===== config.mk =====
export PLATFORM = sky130hd
export DESIGN_NAME = voc_fifo
export DESIGN_NICKNAME = d
export VERILOG_FILES = /design/src/voc_pkg.sv /design/src/voc_fifo.sv
export SDC_FILE = /design/constraint.sdc
export NUM_CORES = 1
export LEC_CHECK = 0
export ABC_CLOCK_PERIOD_IN_PS = 2800
export BUFFER_PORTS_ARGS = -buffer_cell sky130_fd_sc_hd__buf_4
export CORE_ASPECT_RATIO = 0.9
export CORE_UTILIZATION = 53
export CTS_BUF_LIST = sky130_fd_sc_hd__clkbuf_2 sky130_fd_sc_hd__clkbuf_4 sky130_fd_sc_hd__clkbuf_8
export DETAILED_ROUTE_END_ITERATION = 10
export GPL_TIMING_DRIVEN = 0
export PLACE_DENSITY_LB_ADDON = 0.2
export SYNTH_ARGS = -nofsm -noshare
export SYNTH_HDL_FRONTEND = slang
export SYNTH_SLANG_ARGS = --single-unit

===== constraint.sdc =====
create_clock -name clk_i -period 2.8 [get_ports clk_i]
set_input_delay 0.42 -clock clk_i [delete_from_list [all_inputs] [get_ports clk_i]]
set_output_delay 0.42 -clock clk_i [all_outputs]
set_load 0.01 [all_outputs]

===== src/voc_pkg.sv =====
// Shared constants, codes and transaction types for the voxel occupancy grid.
// No dependencies; used by every module under src.
`default_nettype none

package voc_pkg;

  // Built grid size per axis, and everything that follows from it.
  localparam int unsigned MAX_DEPTH = 64;
  localparam int unsigned IDX_W     = $clog2(MAX_DEPTH);
  localparam int unsigned DEPTH_W   = $clog2(MAX_DEPTH + 1);
  localparam int unsigned ROWS      = MAX_DEPTH * MAX_DEPTH;
  localparam int unsigned ROW_W     = $clog2(ROWS);

  // Front-to-back queue; depth must be a power of two (pointers wrap).
  localparam int unsigned QDEPTH = 4;
  localparam int unsigned QPTR_W = $clog2(QDEPTH);
  localparam int unsigned QCNT_W = $clog2(QDEPTH + 1);

  // Configuration port.
  localparam int unsigned CFG_IDX_W  = 8;
  localparam int unsigned CFG_DATA_W = 32;
  localparam logic [CFG_IDX_W-1:0] REG_CELL_SCALE = CFG_IDX_W'(0);
  localparam logic [CFG_IDX_W-1:0] REG_GRID_DEPTH = CFG_IDX_W'(1);
  localparam logic [31:0] CELL_SCALE_RESET = 32'd65536;
  localparam logic [6:0]  GRID_DEPTH_RESET = 7'd64;

  typedef enum logic {
    ACT_INSERT = 1'b0,
    ACT_QUERY  = 1'b1
  } action_e;

  typedef struct packed {
    logic [31:0] cell_scale;
    logic [6:0]  grid_depth;
  } cfg_t;

  // One classified item, front to back.
  typedef struct packed {
    logic                is_insert;
    logic                in_bounds;
    logic signed [15:0]  cell_x;
    logic signed [15:0]  cell_y;
    logic signed [15:0]  cell_z;
    logic [ROW_W-1:0]    row;
    logic [IDX_W-1:0]    col;
  } entry_t;

  typedef struct packed {
    logic               in_bounds;
    logic               occupied;
    logic signed [15:0] cell_x;
    logic signed [15:0] cell_y;
    logic signed [15:0] cell_z;
  } result_t;

endpackage

`default_nettype wire


===== src/voc_fifo.sv =====
// Short queue of classified items between front and back end.
// Depends on voc_pkg.
`default_nettype none

module voc_fifo (
  input  wire logic             clk_i,
  input  wire logic             rst_ni,
  input  wire logic             push_i,
  input  wire voc_pkg::entry_t  entry_i,
  output logic                  full_o,
  input  wire logic             pop_i,
  output voc_pkg::entry_t       entry_o,
  output logic                  empty_o
);
  import voc_pkg::*;

  entry_t              slot_q [QDEPTH];
  logic [QPTR_W-1:0]   wr_ptr_q, rd_ptr_q;
  logic [QCNT_W-1:0]   count_q, count_d;

  assign full_o  = (count_q == QCNT_W'(QDEPTH));
  assign empty_o = (count_q == '0);
  assign entry_o = slot_q[rd_ptr_q];

  always_comb begin
    count_d = count_q;
    if (push_i && !pop_i) begin
      count_d = count_q + QCNT_W'(1);
    end else if (pop_i && !push_i) begin
      count_d = count_q - QCNT_W'(1);
    end
  end

  always_ff @(posedge clk_i or negedge rst_ni) begin
    if (!rst_ni) begin
      wr_ptr_q <= '0;
      rd_ptr_q <= '0;
      count_q  <= '0;
    end else begin
      if (push_i) wr_ptr_q <= wr_ptr_q + QPTR_W'(1);
      if (pop_i)  rd_ptr_q <= rd_ptr_q + QPTR_W'(1);
      count_q <= count_d;
    end
  end

  always_ff @(posedge clk_i) begin
    if (push_i) slot_q[wr_ptr_q] <= entry_i;
  end

  a_no_overflow: assert property (@(posedge clk_i) disable iff (!rst_ni)
    push_i |-> !full_o) else $error("queue push while full");
  a_no_underflow: assert property (@(posedge clk_i) disable iff (!rst_ni)
    pop_i |-> !empty_o) else $error("queue pop while empty");
  a_count_range: assert property (@(posedge clk_i) disable iff (!rst_ni)
    count_q <= QCNT_W'(QDEPTH)) else $error("queue count out of range");

endmodule

`default_nettype wire


== Word-level counts from Yosys, hierarchy flattened ==
Memory sizes are Yosys's and may differ from the RTL's.
Index checks and enable logic that the tools add are counted.

* Output and inout port bits: 70
* Input bits: 72
* Bits in writable memories: 272
* Word-level logic and storage cells: 19
* Memories: 1
* Register bits: 7

{| class="wikitable"
|+ Memories
! memory !! depth !! bits a word !! rd ports !! clocked after Yosys merged registers in !! wr ports !! line !! RTL
|-
| slot_q || 4 || 68 || 1 || 0 || 1 || voc_fifo.sv:17 || <nowiki>entry_t slot_q [QDEPTH];</nowiki>
|}

* Add/subtract/negate cells: 4
* Muxes and demuxes: 4
* Equality and inequality tests: 1
* Reduce and logical (&&, ||, !) cells: 6

{| class="wikitable"
|+ Operator list
! cell !! number
|-
| 3-bit two-way mux || 2
|-
| 2-bit by 1-bit adder with 2-bit output (second input constant) || 2
|-
| 3-bit by 1-bit adder with 3-bit output (second input constant) || 1
|-
| 3-bit equality test (second input constant) || 1
|-
| 3-bit zero test || 1
|-
| 3-bit by 1-bit subtractor with 3-bit output (second input constant) || 1
|-
| 1-bit logical AND || 2
|-
| 1-bit zero test || 2
|-
| 1-bit two-way mux || 2
|-
| 2-bit nonzero test || 1
|}

== Depth between registers and ports, before layout ==
* Depth in word-level cells: 4
* Mapped depth: 7
* Depth with buffers taken out: 7

== Least setup slack after synthesis ==
Ideal clock, no wire load.

* Kind: register to register
* Start: register wr_ptr_q[0]
* End: memory slot_q[2][0] in the netlist's numbering, enable pin
* Cell stages (with the launch flop): 4
* Slack: 156 ps
* Period minus slack after synthesis: 2644 ps
* Setup time: 433 ps
* Arrival: 2210 ps
* Required time: 2367 ps
* Buffers on the path: 0
* Cells stage by stage: dfrtp_1 inv_1 ha_1 and2_1

{| class="wikitable"
|+ RTL lines
! element !! line !! RTL
|-
| from (decl) || voc_fifo.sv:18 || <nowiki>logic [QPTR_W-1:0] wr_ptr_q, rd_ptr_q;</nowiki>
|-
| from (signal assigned) || voc_fifo.sv:40 || <nowiki>if (push_i) wr_ptr_q <= wr_ptr_q + QPTR_W'(1);</nowiki>
|-
| to (decl) || voc_fifo.sv:17 ||
|}

No word-level cell before the write port.

==> summary.md <==
| Metric | Value |
|---|---|
| CORE AREA | around 19000 um2 |
| Yosys top cell area share | 79.4% |
| Resized cells post-CTS | 0 |
| Finish-stage setup viols | 0 |
| Worst Hold Slack | about 0.086 ns |
| Die Footprint | 20000 um2 |
| Die width | 149 um |
| Initial DRT Pass Iterations | 4 |
| Total global routing overflow | 0 |
| Power Dens Cells | between 1000 and 1500 nW/um2 |
| Number of nets produced by synthesis | around 470 |
| Clock tree buffer depth | 3 |
| Worst r2r dst | slot_q[2][23] |
| Final core occ | around 67% |
| Most frequent standard cell in the layout excluding fill and tap cells | sky130_fd_sc_hd__edfxtp_1 |
| Ranking of synthesized cells by area | sky130_fd_sc_hd__edfxtp_1, sky130_fd_sc_hd__mux4_2, sky130_fd_sc_hd__dfrtp_1 |
| Yosys warning count | 0 |
| Maximum number of pins on one net before global-route repair | ~40 |
| Worst ir drop on vdd | approximately 0.65 mV |
| Placer congestion estimate | around 0.66 |
| Cell Count, Final, Fillers Out | ~860 |
| Tot GR Track Use | 18.3% |
| Nature of the critical path startpoint | flip-flop |
| Starting Density | a little over half |
| CP endpoint kind | output port |
| Cell at the slowest stage of the critical path | sky130_fd_sc_hd__mux4_2 |
| Number of levels the H-tree was split into | 2 |
| Total design power | ~13 mW |
| Aggregate negative setup slack | 0 ns |
| Worst skew pair latency | 0.53 ns |
| PortBufs | about 140 |
| Ordered list of cells on the worst path | buf_2, buf_2, buf_4, mux4_2, buf_4 |
| Post-synth top area cell | sky130_fd_sc_hd__edfxtp_1 |
| Layout Skew | between 0.006 and 0.007 ns |
| Hold wc startpoint | pop_i |
| Number of hold violations in the final report | 0 |
| Final critical-path required period | ~2.5 ns |
| Biggest cell delay along the critical path | 0.32 ns |
| Signed area change from the synthesized netlist to the final layout | 22.3% |
| Crit share post-route | roughly nine tenths |
| Final Max Slew Viols | 0 |
| Post-Synthesis Cells | approximately 400 |
| Number of buffers inserted during clock tree synthesis | 44 |
| CTS tree | built |
| Avg Inst Size Synth | 26.4 um2 |
| Antenna diode count | 0 |
| Clock sink count | 279 |
| Number of fillers in the final layout | around 1.2k |
| Placement row count | 47 |
| Post-CTS setup buffer count | 0 |
| Post-detailed-route via-to-cell ratio | 5.32 |
| Post-route DRC | 0 |
| Outcome | complete, no violations |
| Count of cells along the worst register-to-register path | 4 |
| Fraction of final layout cells with drive strength greater than 1 | around 49% |
| Max Cap Viol | 0 |
| Critical Path RT | ~2.4 ns |
| Vias | between 4k and 5k |
| Netlist area before placement | approximately 10000 um2 |
| Area taken by multi-input logic gates | roughly 1700 um2 |
| Top-level I/O count | 142 |
| Worst-path maximum fanout | 10 |
| Crit path arrival time | slightly above 2 ns |
| Hold-critical path depth | 2 |
| Sequential fraction of the synthesis area | 81.1% |
| Worst Hold Path EP | rd_ptr_q[0] |
| Peak Freq | 402 MHz |
| Number of global-route vias before repair | a little over 5k |
| Placed cell count | 780 |
| Remaining number of nets flagged by the antenna check after routing | 0 |
| Reg2Reg Setup Slack | between 0.9 and 1 ns |
| Worst-Margin Slew | roughly 0.57 ns |
| Unrepaired setup endpoints after global routing | false |
| Final Net Count | between 600 and 700 |
| Global-route wire length before repair | 26800 um |
| Die span in y | ~130 um |
| Number of unique standard cell types used by synthesis | 19 |
| Hpwl dp | around 10000 um |
| Launch instance of the worst register-to-register path | wr_ptr_q[0] |
| Register cell area after layout | ~8300 um2 |
| Routed length per placed instance | between 20 and 25 um |
| Worst slew margin | between 60% and 70% |
| Reg clk slew, reported paths | 0.06 ns |
| Highest-count cells in the layout ignoring fill and taps | sky130_fd_sc_hd__edfxtp_1, sky130_fd_sc_hd__buf_4, sky130_fd_sc_hd__mux4_2 |
| First-iteration detailed-routing DRC count | ~200 |
| Initial antenna violation count | 0 |
| CTS Root Cell | sky130_fd_sc_hd__clkbuf_8 |
| Sum of routed wire length over all layers | 17400 um |
| Type of the most critical hold path | input pin to flip-flop |
| Register bit total from synthesis | 279 |
| Critical path class | flip-flop to output port |
| Leakage power total | 4.39 nW |
[cell usage after synthesis]
cell	instances
sky130_fd_sc_hd__fa_1	1
sky130_fd_sc_hd__nor3b_1	1
sky130_fd_sc_hd__edfxtp_1	272
sky130_fd_sc_hd__nor3_1	1
sky130_fd_sc_hd__xnor2_1	2
sky130_fd_sc_hd__inv_1	4
sky130_fd_sc_hd__buf_4	1
sky130_fd_sc_hd__buf_12	7
sky130_fd_sc_hd__buf_2	7
sky130_fd_sc_hd__buf_6	1
sky130_fd_sc_hd__mux4_2	68
sky130_fd_sc_hd__and2_1	4
sky130_fd_sc_hd__xor2_1	4
sky130_fd_sc_hd__mux2_2	1
sky130_fd_sc_hd__nand2_1	2
sky130_fd_sc_hd__nor2_1	1
sky130_fd_sc_hd__ha_1	5
sky130_fd_sc_hd__dfrtp_1	7
sky130_fd_sc_hd__o21ai_0	1
[logic make-up (layout without fill, tap and decap cells)]
logic type | count (synthesis) | after routing | share of synthesized area (%)
buffers and inverters | 20 | 246 | 2.03
AO/OA/AOI/OAI | 1 | 1 | 0.0486
flip-flops | 279 | 279 | 81.1
AND/OR/NAND/NOR | 9 | 9 | 0.474
multiplexers | 69 | 69 | 15.0
XOR/XNOR | 6 | 6 | 0.511
adder cells (fa/ha/maj) | 6 | 6 | 0.803
[stage by stage]
stage	setup WS, ns	area, um2
finish	0.312	12600
floorplan	0.156	10300
CTS	0.242	12600
detailed placement	0.825	11800
global route	0.215	12600
global placement	-1.07	11600
[report_power, final]
group	switching (mW)	internal [mW]
clock	1.44	1.66
combinational	2.03	2.25
sequential	0.184	5.46
[worst max-delay path by stage]
stage	start	to	slack [ns]	cells after the start
2_1_floorplan	wr_ptr_q[0]	slot_q[2][0]	0.16	3
3_3_place_gp	wr_ptr_q[0]	slot_q[0][7]	-1.07	3
3_5_place_dp	rd_ptr_q[1]	entry_o[44]	0.83	5
4_1_cts	rd_ptr_q[1]	entry_o[44]	0.24	5
5_1_grt	rd_ptr_q[1]	entry_o[44]	0.21	5
6_report	rd_ptr_q[1]	entry_o[44]	0.31	5
[flip-flops by register name (all words and copies together), names as in the netlist]
| signal | flops |
|---|---|
| count_q | 3 |
| rd_ptr_q | 2 |
| slot_q | 272 |
| wr_ptr_q | 2 |
[critical path: cells and delay by family (launching register included)]
kind	cells	cell delay, ns
buffers and inverters	4	0.90
multiplexers	1	0.32
flip-flops	1	0.31
[layout make-up]
| type | count | share of cell area [%] |
|---|---|---|
| Clock buffer | 57 | 5.64 |
| Clock inverter | 23 | 0.826 |
| Multi-Input combinational cell | 91 | 13.8 |
| Sequential cell | 279 | 66.3 |
| Timing Repair Buffer | 146 | 9.25 |
| Inverter | 4 | 0.119 |
| Tap cell | 245 | 2.44 |
| Buffer | 16 | 1.54 |
[repair_timing]
action / in CTS / in global routing
endpoints found under the setup margin: 0 / 0
hold buffers: 1 / 0
hold endpoints to repair: 7 / 0
[layer usage]
layer | wire [um] | part of all wire, % | global-route usage, %
met5 | 0 | 0 | 0
met4 | 273 | 1.6 | 5.56
met3 | 1330 | 7.7 | 5.65
met2 | 8680 | 50 | 30.6
met1 | 7080 | 41 | 23.3
Power figures use the tool's default switching activity.
